**src/design/cfr_pkg.sv**
```systemverilog
package cfr_pkg;

    localparam int MAX_ARGS = 32;
    localparam int ARG_W = $clog2(MAX_ARGS);

    localparam logic [8:0] HEADER_LEN = 9'd5;
    localparam logic [8:0] MIN_FRAME = 9'd7;
    localparam logic [8:0] COUNT_MAX = 9'd511;
    localparam logic [8:0] ARG_END = MIN_FRAME + 9'(MAX_ARGS);
    localparam logic [8:0] ARGS_LIMIT = 9'(MAX_ARGS);

    localparam logic [15:0] CRC_INIT = 16'hFFFF;
    localparam logic [15:0] CRC_POLY = 16'h1021;

    typedef enum logic [3:0] {
        ST_OK        = 4'd0,
        ST_SHORT     = 4'd1,
        ST_SYNC      = 4'd2,
        ST_VERSION   = 4'd3,
        ST_TYPE      = 4'd4,
        ST_LENGTH    = 4'd5,
        ST_CRC       = 4'd6,
        ST_PAY_SHORT = 4'd7,
        ST_MANY_ARGS = 4'd8,
        ST_ARG_LEN   = 4'd9
    } status_t;

    typedef enum logic [1:0] {
        CFG_SYNC    = 2'd0,
        CFG_VERSION = 2'd1,
        CFG_TYPE    = 2'd2
    } cfg_index_t;

    // crc-16/ccitt-false, msb first, one byte
    function automatic logic [15:0] crc_feed(input logic [15:0] crc, input logic [7:0] b);
        logic [15:0] c;
        c = crc ^ {b, 8'h00};
        for (int k = 0; k < 8; k++)
        begin
            if (c[15])
                c = {c[14:0], 1'b0} ^ CRC_POLY;
            else
                c = {c[14:0], 1'b0};
        end
        return c;
    endfunction

endpackage

```
**src/design/crc16_command_frame_receiver.sv**
```systemverilog
// channel   direction  handshake             payload
// in        input      in_valid / in_ready   data_byte, end_of_frame
// out       output     out_valid / out_ready status, opcode, arg_count, arg_valid,
//                                            arg_index, arg_byte, last
// cfg       input      cfg_we (no wait)      cfg_index, cfg_data
//
// one byte per cycle while a frame streams in; the end-of-frame byte is followed by
// a check state, which also loads an error or empty result; each argument result
// then goes through an argument memory read, then a load into the output register.
// input is held off from the end-of-frame byte until the last result is loaded.
// out_ready low stalls the sequence at the output register. no clearing pass after
// reset: the argument memory is only read at entries written in the same frame.
module crc16_command_frame_receiver
    import cfr_pkg::*;
(
    input  logic       clk,
    input  logic       rst_n,
    input  logic       in_valid,
    output logic       in_ready,
    input  logic [7:0] data_byte,
    input  logic       end_of_frame,
    output logic       out_valid,
    input  logic       out_ready,
    output logic [3:0] status,
    output logic [7:0] opcode,
    output logic [5:0] arg_count,
    output logic       arg_valid,
    output logic [4:0] arg_index,
    output logic [7:0] arg_byte,
    output logic       last,
    input  logic       cfg_we,
    input  logic [1:0] cfg_index,
    input  logic [7:0] cfg_data
);

    typedef enum logic [1:0] {
        RECV,
        CHECK,
        EMIT_RD,
        EMIT_WR
    } state_t;

    state_t     state_reg;
    logic [7:0] sync_reg;
    logic [7:0] version_reg;
    logic [7:0] type_reg;

    logic [8:0]  count_reg;
    status_t     hdr_status_reg;
    logic [7:0]  plen_reg;
    logic [7:0]  cmd_reg;
    logic [7:0]  dargs_reg;
    logic [15:0] crc_reg;
    logic [7:0]  held0_reg;
    logic [7:0]  held1_reg;
    logic [ARG_W-1:0] emit_idx_reg;

    logic       out_valid_reg;
    status_t    out_status_reg;
    logic [7:0] out_cmd_reg;
    logic [5:0] out_count_reg;
    logic       out_avalid_reg;
    logic [4:0] out_idx_reg;
    logic [7:0] out_byte_reg;
    logic       out_last_reg;

    logic       in_fire;
    logic       out_free;
    logic       out_load;
    logic       mem_we;
    logic [ARG_W-1:0] mem_waddr;
    logic [7:0] mem_rdata;
    logic       emit_last;
    status_t    chk_status;

    assign in_ready = (state_reg == RECV);
    assign in_fire  = in_valid && in_ready;
    assign out_free = !out_valid_reg || out_ready;
    assign out_load = out_free
                      && ((state_reg == CHECK && (chk_status != ST_OK || dargs_reg == 8'd0))
                          || state_reg == EMIT_WR);

    assign mem_we    = in_fire && (count_reg >= MIN_FRAME) && (count_reg < ARG_END);
    assign mem_waddr = ARG_W'(count_reg - MIN_FRAME);
    assign emit_last = (8'(emit_idx_reg) + 8'd1) == dargs_reg;

    cfr_arg_store u_arg_store (
        .clk   (clk),
        .we    (mem_we),
        .waddr (mem_waddr),
        .wdata (data_byte),
        .re    (state_reg == EMIT_RD),
        .raddr (emit_idx_reg),
        .rdata (mem_rdata)
    );

    // first failing check wins
    always_comb
    begin
        if (count_reg < MIN_FRAME)
            chk_status = ST_SHORT;
        else if (hdr_status_reg != ST_OK)
            chk_status = hdr_status_reg;
        else if (count_reg != MIN_FRAME + {1'b0, plen_reg})
            chk_status = ST_LENGTH;
        else if ({held1_reg, held0_reg} != crc_reg)
            chk_status = ST_CRC;
        else if (plen_reg < 8'd2)
            chk_status = ST_PAY_SHORT;
        else if ({1'b0, dargs_reg} > ARGS_LIMIT)
            chk_status = ST_MANY_ARGS;
        else if ({1'b0, plen_reg} != 9'd2 + {1'b0, dargs_reg})
            chk_status = ST_ARG_LEN;
        else
            chk_status = ST_OK;
    end

    always_ff @(posedge clk or negedge rst_n)
    begin
        if (!rst_n)
        begin
            state_reg      <= RECV;
            sync_reg       <= '0;
            version_reg    <= '0;
            type_reg       <= '0;
            count_reg      <= '0;
            hdr_status_reg <= ST_OK;
            plen_reg       <= '0;
            cmd_reg        <= '0;
            dargs_reg      <= '0;
            crc_reg        <= CRC_INIT;
            held0_reg      <= '0;
            held1_reg      <= '0;
            emit_idx_reg   <= '0;
            out_valid_reg  <= 1'b0;
            out_status_reg <= ST_OK;
            out_cmd_reg    <= '0;
            out_count_reg  <= '0;
            out_avalid_reg <= 1'b0;
            out_idx_reg    <= '0;
            out_byte_reg   <= '0;
            out_last_reg   <= 1'b0;
        end
        else
        begin
            if (cfg_we)
            begin
                case (cfg_index)
                    CFG_SYNC:    sync_reg <= cfg_data;
                    CFG_VERSION: version_reg <= cfg_data;
                    CFG_TYPE:    type_reg <= cfg_data;
                    default:     ;
                endcase
            end

            if (out_load)
                out_valid_reg <= 1'b1;
            else if (out_ready)
                out_valid_reg <= 1'b0;

            case (state_reg)
                RECV:
                begin
                    if (in_fire)
                    begin
                        // last two bytes stay out of the crc until proven not to be it
                        if (count_reg >= 9'd2)
                            crc_reg <= crc_feed(crc_reg, held0_reg);
                        held0_reg <= held1_reg;
                        held1_reg <= data_byte;

                        if (hdr_status_reg == ST_OK)
                        begin
                            if (count_reg == 9'd0 && data_byte != sync_reg)
                                hdr_status_reg <= ST_SYNC;
                            else if (count_reg == 9'd1 && data_byte != version_reg)
                                hdr_status_reg <= ST_VERSION;
                            else if (count_reg == 9'd2 && data_byte != type_reg)
                                hdr_status_reg <= ST_TYPE;
                        end
                        if (count_reg == 9'd4)
                            plen_reg <= data_byte;
                        if (count_reg == HEADER_LEN)
                            cmd_reg <= data_byte;
                        if (count_reg == HEADER_LEN + 9'd1)
                            dargs_reg <= data_byte;

                        if (count_reg < COUNT_MAX)
                            count_reg <= count_reg + 9'd1;

                        if (end_of_frame)
                            state_reg <= CHECK;
                    end
                end

                CHECK:
                begin
                    if (chk_status != ST_OK || dargs_reg == 8'd0)
                    begin
                        if (out_free)
                        begin
                            out_status_reg <= chk_status;
                            out_cmd_reg    <= (chk_status == ST_OK) ? cmd_reg : 8'd0;
                            out_count_reg  <= '0;
                            out_avalid_reg <= 1'b0;
                            out_idx_reg    <= '0;
                            out_byte_reg   <= '0;
                            out_last_reg   <= 1'b1;
                            state_reg      <= RECV;
                            count_reg      <= '0;
                            hdr_status_reg <= ST_OK;
                            plen_reg       <= '0;
                            cmd_reg        <= '0;
                            dargs_reg      <= '0;
                            crc_reg        <= CRC_INIT;
                            held0_reg      <= '0;
                            held1_reg      <= '0;
                            emit_idx_reg   <= '0;
                        end
                    end
                    else
                    begin
                        emit_idx_reg <= '0;
                        state_reg    <= EMIT_RD;
                    end
                end

                EMIT_RD:
                begin
                    state_reg <= EMIT_WR;
                end

                EMIT_WR:
                begin
                    if (out_free)
                    begin
                        out_status_reg <= ST_OK;
                        out_cmd_reg    <= cmd_reg;
                        out_count_reg  <= dargs_reg[5:0];
                        out_avalid_reg <= 1'b1;
                        out_idx_reg    <= 5'(emit_idx_reg);
                        out_byte_reg   <= mem_rdata;
                        out_last_reg   <= emit_last;
                        if (emit_last)
                        begin
                            state_reg      <= RECV;
                            count_reg      <= '0;
                            hdr_status_reg <= ST_OK;
                            plen_reg       <= '0;
                            cmd_reg        <= '0;
                            dargs_reg      <= '0;
                            crc_reg        <= CRC_INIT;
                            held0_reg      <= '0;
                            held1_reg      <= '0;
                            emit_idx_reg   <= '0;
                        end
                        else
                        begin
                            emit_idx_reg <= emit_idx_reg + ARG_W'(1);
                            state_reg    <= EMIT_RD;
                        end
                    end
                end

                default:
                begin
                    state_reg <= RECV;
                end
            endcase
        end
    end

    assign out_valid  = out_valid_reg;
    assign status     = out_status_reg;
    assign opcode     = out_cmd_reg;
    assign arg_count  = out_count_reg;
    assign arg_valid  = out_avalid_reg;
    assign arg_index  = out_idx_reg;
    assign arg_byte   = out_byte_reg;
    assign last       = out_last_reg;

endmodule

```
**src/design/cfr_arg_store.sv**
```systemverilog
module cfr_arg_store
    import cfr_pkg::*;
(
    input  logic             clk,
    input  logic             we,
    input  logic [ARG_W-1:0] waddr,
    input  logic [7:0]       wdata,
    input  logic             re,
    input  logic [ARG_W-1:0] raddr,
    output logic [7:0]       rdata
);

    logic [7:0] mem [MAX_ARGS];
    logic [7:0] rdata_reg;

    always_ff @(posedge clk)
    begin
        if (we)
            mem[waddr] <= wdata;
    end

    always_ff @(posedge clk)
    begin
        if (re)
            rdata_reg <= mem[raddr];
    end

    assign rdata = rdata_reg;

endmodule

```
**config.mk**
```make
export PLATFORM = sky130hd
export DESIGN_NAME = crc16_command_frame_receiver
export DESIGN_NICKNAME = d
export VERILOG_FILES = /design/src/design/cfr_pkg.sv /design/src/design/crc16_command_frame_receiver.sv /design/src/design/cfr_arg_store.sv
export SDC_FILE = /design/constraint.sdc
export NUM_CORES = 1
export LEC_CHECK = 0
export ABC_AREA = 1
export BUFFER_PORTS_ARGS = -buffer_cell sky130_fd_sc_hd__clkbuf_2
export CORE_UTILIZATION = 59
export DETAILED_ROUTE_END_ITERATION = 8
export PLACE_DENSITY = 0.76
export SLEW_MARGIN = 5
export SYNTH_ARGS = -nofsm -noshare
export SYNTH_HDL_FRONTEND = slang
export SYNTH_HIERARCHICAL = 1
export SYNTH_SLANG_ARGS = --single-unit
```
**constraint.sdc**
```tcl
create_clock -name clk -period 7.45 [get_ports clk]
set_clock_uncertainty 0.2 [all_clocks]
set_input_delay 0.745 -clock clk [delete_from_list [all_inputs] [get_ports clk]]
set_output_delay 0.745 -clock clk [all_outputs]
set_load 0.005 [all_outputs]
```
# Word level (Yosys, flattened, before mapping)
# Memory sizes are Yosys's and may differ from the RTL's. A register that Yosys moved wholly into a read port is not among the register bits.
# Cells that the tools add are included.
totals:
  n_memories: 1
  input_bits: 24
  output_inout_bits: 35
  mem_bits_rw: 256
  wordCells: 228
  reg_bits: 134
mem_list:
  columns: ["name", "depth", "width", "read_ports", "rd_clocked_by_memory_dff", "wr", "line_no", "source"]
  rows:
  - ["u_arg_store.mem", 32, 8, 1, 1, 1, "cfr_arg_store.sv:13", "logic [7:0] mem [MAX_ARGS];"]
classes:
  n_bitwise: 9
  n_reduce_logical: 36
  order_cmp: 7
  n_addsub: 6
  n_eq_ne: 31
  mux: 117
ops:
  columns: ["op", "n"]
  rows:
  - ["$mux 16", 27]
  - ["$mux 8", 17]
  - ["$pmux 8 s3", 5]
  - ["$mux 13", 8]
  - ["$mux 4", 18]
  - ["$mux 9", 6]
  - ["$pmux 16 s3", 1]
  - ["$reduce_and 7->1", 5]
  - ["$pmux 8 s2", 2]
  - ["$mux 5", 6]
  - ["$eq 9x3->1 const B", 3]
  - ["$pmux 9 s3", 1]
  - ["$ne 8x8->1", 3]
  - ["$not 3->3", 8]
  - ["$pmux 5 s2", 2]
  - ["$mux 6", 3]
  - ["$ne 2x1->1 const B", 9]
  - ["$ne 16x16->1", 1]
  - ["$xor 16x16->16", 1]
  - ["$mux 2", 6]
  - ["$pmux 4 s3", 1]
  - ["$pmux 6 s2", 1]
  - ["$add 2x8->9 const A", 1]
  - ["$add 3x8->9 const A", 1]
  - ["40 further kinds", 70]

# Logic depth before layout (Yosys ltp)
logic_depth:
  depth_word: 41
  depth_mapped: 23
  mapped_depth_nobuf: 21

# Hierarchy
# Netlist, hierarchy kept.
by_module_without_submodules:
  columns: ["mod", "area_each_um2", "instances", "seq_area_each_um2", "cells_each"]
  rows:
  - ["cfr_arg_store", 10867.9, 1, 7927.6, 922]
  - ["crc16_command_frame_receiver", 7741.2, 1, 3348.2, 1054]

# Worst setup path after synthesis
# No wires, ideal clock.
synth_timing:
  path_type: "reg-to-reg"
  start: "register state_reg[0]"
  end: "memory u_arg_store.mem[11][0], enable pin"
  slack_ps: 4619
  arrival_ps: 2261
  path_stages_with_launch: 7
  required_time_ps: 6880
  n_path_buf: 1
  setup_time_ps: 370
  period_less_slack_ps: 2831
  path_cell_list: "dfrtp_1 -> clkbuf_1 -> nor2_1 -> nand2_1 -> nor4_1 -> nand3_1 -> nor2_1"
synth_via:
  elab_chain_cells: 6
synth_lines:
  columns: ["element", "line_no", "source"]
  rows:
  - ["from (decl)", "crc16_command_frame_receiver.sv:43", "state_t state_reg;"]
  - ["from (signal assigned)", "crc16_command_frame_receiver.sv:122", "state_reg <= RECV;"]
  - ["from (signal assigned)", "crc16_command_frame_receiver.sv:192", "state_reg <= CHECK;"]
  - ["from (signal assigned)", "crc16_command_frame_receiver.sv:209", "state_reg <= RECV;"]
  - ["$logic_not 2->1", "crc16_command_frame_receiver.sv:76", "assign in_ready = (state_reg == RECV);"]
  - ["net in_ready", "crc16_command_frame_receiver.sv:19", "output logic in_ready,"]
  - ["$logic_and 1x1->1", "crc16_command_frame_receiver.sv:77", "assign in_fire = in_valid && in_ready;"]
  - ["$logic_and 1x1->1 (2 in a row)", "crc16_command_frame_receiver.sv:83", "assign mem_we = in_fire && (count_reg >= MIN_FRAME) && (count_reg < ARG_END);"]
  - ["net mem_we", "crc16_command_frame_receiver.sv:70", "logic mem_we;"]
  - ["$mux 1", "cfr_arg_store.sv:18", "if (we)"]
  - ["$mux 1 (not written as such)", "cfr_arg_store.sv:19", "mem[waddr] <= wdata;"]
  - ["to (decl)", "cfr_arg_store.sv:13", null]
# The timed path passes the listed nets, and every way through them passes these cells.

# Worst setup path in the final report
layout_timing:
  start: "register state_reg[0]"
  end: "register held0_reg[5]"
layout_via:
  elab_chain_cells: 4
  word_cells_on_any_way: 12
  cone_classes: "eq/ne: 7; mux: 1; reduce/logical: 4"
layout_lines:
  columns: ["element", "line_no", "source"]
  rows:
  - ["$logic_not 2->1", "crc16_command_frame_receiver.sv:76, crc16_command_frame_receiver.sv:161", null]
  - ["$logic_and 1x1->1", "crc16_command_frame_receiver.sv:77", null]
  - ["$ne 2x1->1 (no line)", null, null]
  - ["$reduce_and 6->1 (no line)", null, null]
  - ["to (signal assigned)", "crc16_command_frame_receiver.sv:169", "held0_reg <= held1_reg;"]
  - ["to (decl)", "crc16_command_frame_receiver.sv:54", "logic [7:0] held0_reg;"]
# Several ways; a longest one is shown, not always the timed one.
# A chain may end at the register's enable or synchronous reset.

==> impl_results.md <==
- Final HPWL from detailed placement: 27.3 mm
- Cell types occupying the most area after synthesis: sky130_fd_sc_hd__edfxtp_1, sky130_fd_sc_hd__dfrtp_1, sky130_fd_sc_hd__nand2_1, sky130_fd_sc_hd__nand3_1, sky130_fd_sc_hd__inv_1
- Most frequently used flop master after synthesis: sky130_fd_sc_hd__edfxtp_1
- Synthesized instance count: 1976
- Run status: complete, but fails checks
- Fraction of final layout cells sized beyond drive strength 1: 9.57%
- Tcrit/Tclk final: 57.5%
- Drt initial violations: 1720
- Crit end category: flip-flop
- Clock buffer depth: 3
- Average size of a mapped cell: 9.42 sq um
- Combined buffer and inverter count along the critical path: 3
- Crit-path most repeated cell: sky130_fd_sc_hd__nand2_1
- Setup Total Neg Slack: 0 ns
- Failing checks: design-rule violations
- Critical Path RT: 7.64 ns
- Setup repair after global routing missed its margin: false
- Final count of negative-setup-slack endpoints: 0
- Pwr/cell area: 381 nW/um^2
- Final hold violations: 0
- Longest individual stage delay on the worst path: 0.95 ns
- TritonCTS Buffers: 42
- Die height: 180 um
- Library cells used by synthesis: 41
- Post-synthesis cell type with the largest combined area: sky130_fd_sc_hd__edfxtp_1
- Worst-case headroom to the max-slew limit: 9.64%
- Worst IR drop on VDD: 223 uV
- CTS Hold Bufs: 0
- Clock transition time at the flip-flop clock pins of the worst setup and hold paths: 0.06 ns
- Final count of pins violating max slew: 0
- Synth warn: 6
- Detailed-router iteration count before antenna repair: 9
- Initial antenna violation count: 0
- Crit Path Class: flip-flop to flip-flop
- Syn_nets: 2007
- Final Core Density: 65.8%
- Boundary pin count: 59
- Grt total ovfl: 0
- Final antenna diode count: 0
- Wire length of the first global-routing pass: 72.1 mm
- Most frequent cell after synthesis: sky130_fd_sc_hd__nand2_1
- Number of vias per cell after detailed routing: 5.78
- Detailed-route wire length: 44.5 mm
- Post-synth top cells: sky130_fd_sc_hd__nand2_1, sky130_fd_sc_hd__edfxtp_1, sky130_fd_sc_hd__nand3_1, sky130_fd_sc_hd__dfrtp_1, sky130_fd_sc_hd__inv_1
- F_max: 233 MHz
- Max-cap check violation count: 0
- Post-synthesis sequential element count: 397
- Critical Path Slowest Stage Cell: sky130_fd_sc_hd__clkinv_1
- Site row count: 64
- Antenna-violating nets left: 0
- Placeable core region: 30800 sq um
- Flip-flop count of the largest register, all copies and words added: 256
- Overall track demand over capacity in global routing: 28.1%
- Number of port buffers: 58
- Worst-Skew Late Latency: 0.54 ns
- Buffer type at the clock tree root: sky130_fd_sc_hd__clkbuf_16
- Worst min-delay path category: input port to async pin
- DR DRC count: 4
- Routed wirelength normalized by instance count: 18.3 um
- CTS tree: built
- Maximum fanout along the worst path: 61
- Cell Chain, Critical Path: clkinv_1 -> nor2_1 -> inv_1 -> a21oi_4 -> buf_4 -> nand2_1 -> nand2_1 -> o21ai_1
- Maximum level of the CTS H-tree: 2
- Number of enable-type register cells in the synthesized netlist: 264
- Number of buffers inserted to repair setup after CTS: 0
- Pin count of the biggest net entering global routing: 69
- Share of the yosys chip area belonging to registers: 60.6%
- Number of resized instances in the post-cts repair step: 0
- Die width: 180 um
- Async set-reset flop share out of synthesis: 33.5%
- Total power: 7.72 mW
- Count of filler cells inserted in the layout: 2381
- Summed instance area of the synthesized netlist: 18600 sq um
- Worst Max-Slew Pin Slew: 1.35 ns
- Proportion of netlist area held by the largest area contributor: 42.6%
- Leakage power figure: 8.64 nW
- Layout overhead on the synthesized area: 8.96%
- Area used by multi-input combinational logic: 6210 sq um
- FF+latch area: 11300 sq um
- Vias in the first global route: 13.6k
- Crit path DAT: 4.47 ns
- Final-stage net count: 2034
- Area of the die: 32300 sq um
- Type of origin of the critical path: flip-flop
- Total number of vias: 14.1k
- Sink count of the clock tree: 397
- Placed cell area: 18900 sq um
- Shortest period the worst path allows: 4.28 ns
- Worst Hold Margin: 0.00899 ns
- Cell family with most CP delay: buffers and inverters
- Placer congestion estimate: 0.931
- Effective utilization at floorplan: 60.4%
- Non-Filler Cell Area, Final: 20300 sq um
[cell families (layout without fill, tap and decap cells)]
logic type | after synthesis | after routing | share of synthesized area (%)
buffers and inverters | 217 | 278 | 6.06
AND/OR/NAND/NOR | 1210 | 1210 | 27.6
AO/OA/AOI/OAI | 97 | 97 | 3.00
adder cells (fa/ha/maj) | 7 | 7 | 0.471
flip-flops | 397 | 397 | 60.6
XOR/XNOR | 48 | 48 | 2.26
[metrics by stage]
stage          setup slack, ns  cells
5_1_grt                   2.78   2433
3_3_place_gp              3.41   2355
3_5_place_dp              3.28   2355
2_1_floorplan             4.62   1976
6_report                  3.17   2433
4_1_cts                   3.26   2433
[power breakdown]
part	switching (mW)	internal (mW)
logic	1.81	0.841
clock network	0.858	1.24
registers	0.310	2.66
[final timing paths]
check	from	to	slack, ns	cells past startpoint
min	rst_n	held0_reg[0]	0.009	1
min reg2reg	arg_byte[7]	arg_byte[7]	0.27	2
max	state_reg[0]	held0_reg[5]	3.17	8
min in group clk	out_ready	out_valid	0.19	2
max in group asynchronous	rst_n	emit_idx_reg[0]	5.66	2
max reg2reg	state_reg[0]	held0_reg[5]	3.17	8
[cells in the final DEF (no fill, tap or decap), types with 3 or more instances in the layout]
cell type	n
sky130_fd_sc_hd__nor2_1	99
sky130_fd_sc_hd__o21ai_2	7
sky130_fd_sc_hd__buf_4	18
sky130_fd_sc_hd__nor3_1	10
sky130_fd_sc_hd__clkinvlp_4	3
sky130_fd_sc_hd__dfrtp_1	115
sky130_fd_sc_hd__xnor2_1	30
sky130_fd_sc_hd__o41ai_1	4
sky130_fd_sc_hd__nor4_1	6
sky130_fd_sc_hd__nand4_1	64
sky130_fd_sc_hd__clkbuf_16	43
sky130_fd_sc_hd__clkbuf_1	7
sky130_fd_sc_hd__o21ai_0	38
sky130_fd_sc_hd__inv_2	6
sky130_fd_sc_hd__nand2_1	756
sky130_fd_sc_hd__o21ai_1	31
sky130_fd_sc_hd__clkbuf_2	57
sky130_fd_sc_hd__bufinv_16	4
sky130_fd_sc_hd__clkbuf_8	3
sky130_fd_sc_hd__edfxtp_1	264
sky130_fd_sc_hd__clkinv_2	8
sky130_fd_sc_hd__or2_2	8
sky130_fd_sc_hd__inv_1	115
sky130_fd_sc_hd__clkinv_1	9
sky130_fd_sc_hd__ha_1	7
sky130_fd_sc_hd__nand3_2	8
sky130_fd_sc_hd__nand3_1	254
sky130_fd_sc_hd__xor2_1	18
sky130_fd_sc_hd__dfstp_2	16
sky130_fd_sc_hd__a21oi_1	9
[layout make-up]
class | count | share of cell area [%]
clock buffers | 53 | 5.64
clock inverters | 25 | 1.25
inverters | 124 | 2.30
multi-input cells | 1362 | 30.6
flip-flops and latches | 397 | 55.6
well taps | 396 | 2.44
repair buffers | 76 | 2.13
[routing by layer]
layer	track usage, %	vias to the layer above	part of all wire (%)
met5	0	-	0
met4	9.24	0	2.7
met3	4.17	98	8.1
met2	43.8	679	46
met1	40.7	6638	43
li1	-	6644	-
[worst register-to-register path, stage by stage, from the launching register on]
cell and delay (ns):
sky130_fd_sc_hd__dfrtp_1 0.67, sky130_fd_sc_hd__clkinv_1 0.95, sky130_fd_sc_hd__nor2_1 0.39, sky130_fd_sc_hd__inv_1 0.21, sky130_fd_sc_hd__a21oi_4 0.17, sky130_fd_sc_hd__buf_4 0.53
sky130_fd_sc_hd__nand2_1 0.72, sky130_fd_sc_hd__nand2_1 0.22, sky130_fd_sc_hd__o21ai_1 0.08
Note: power is estimated with default switching activity, not from simulation.
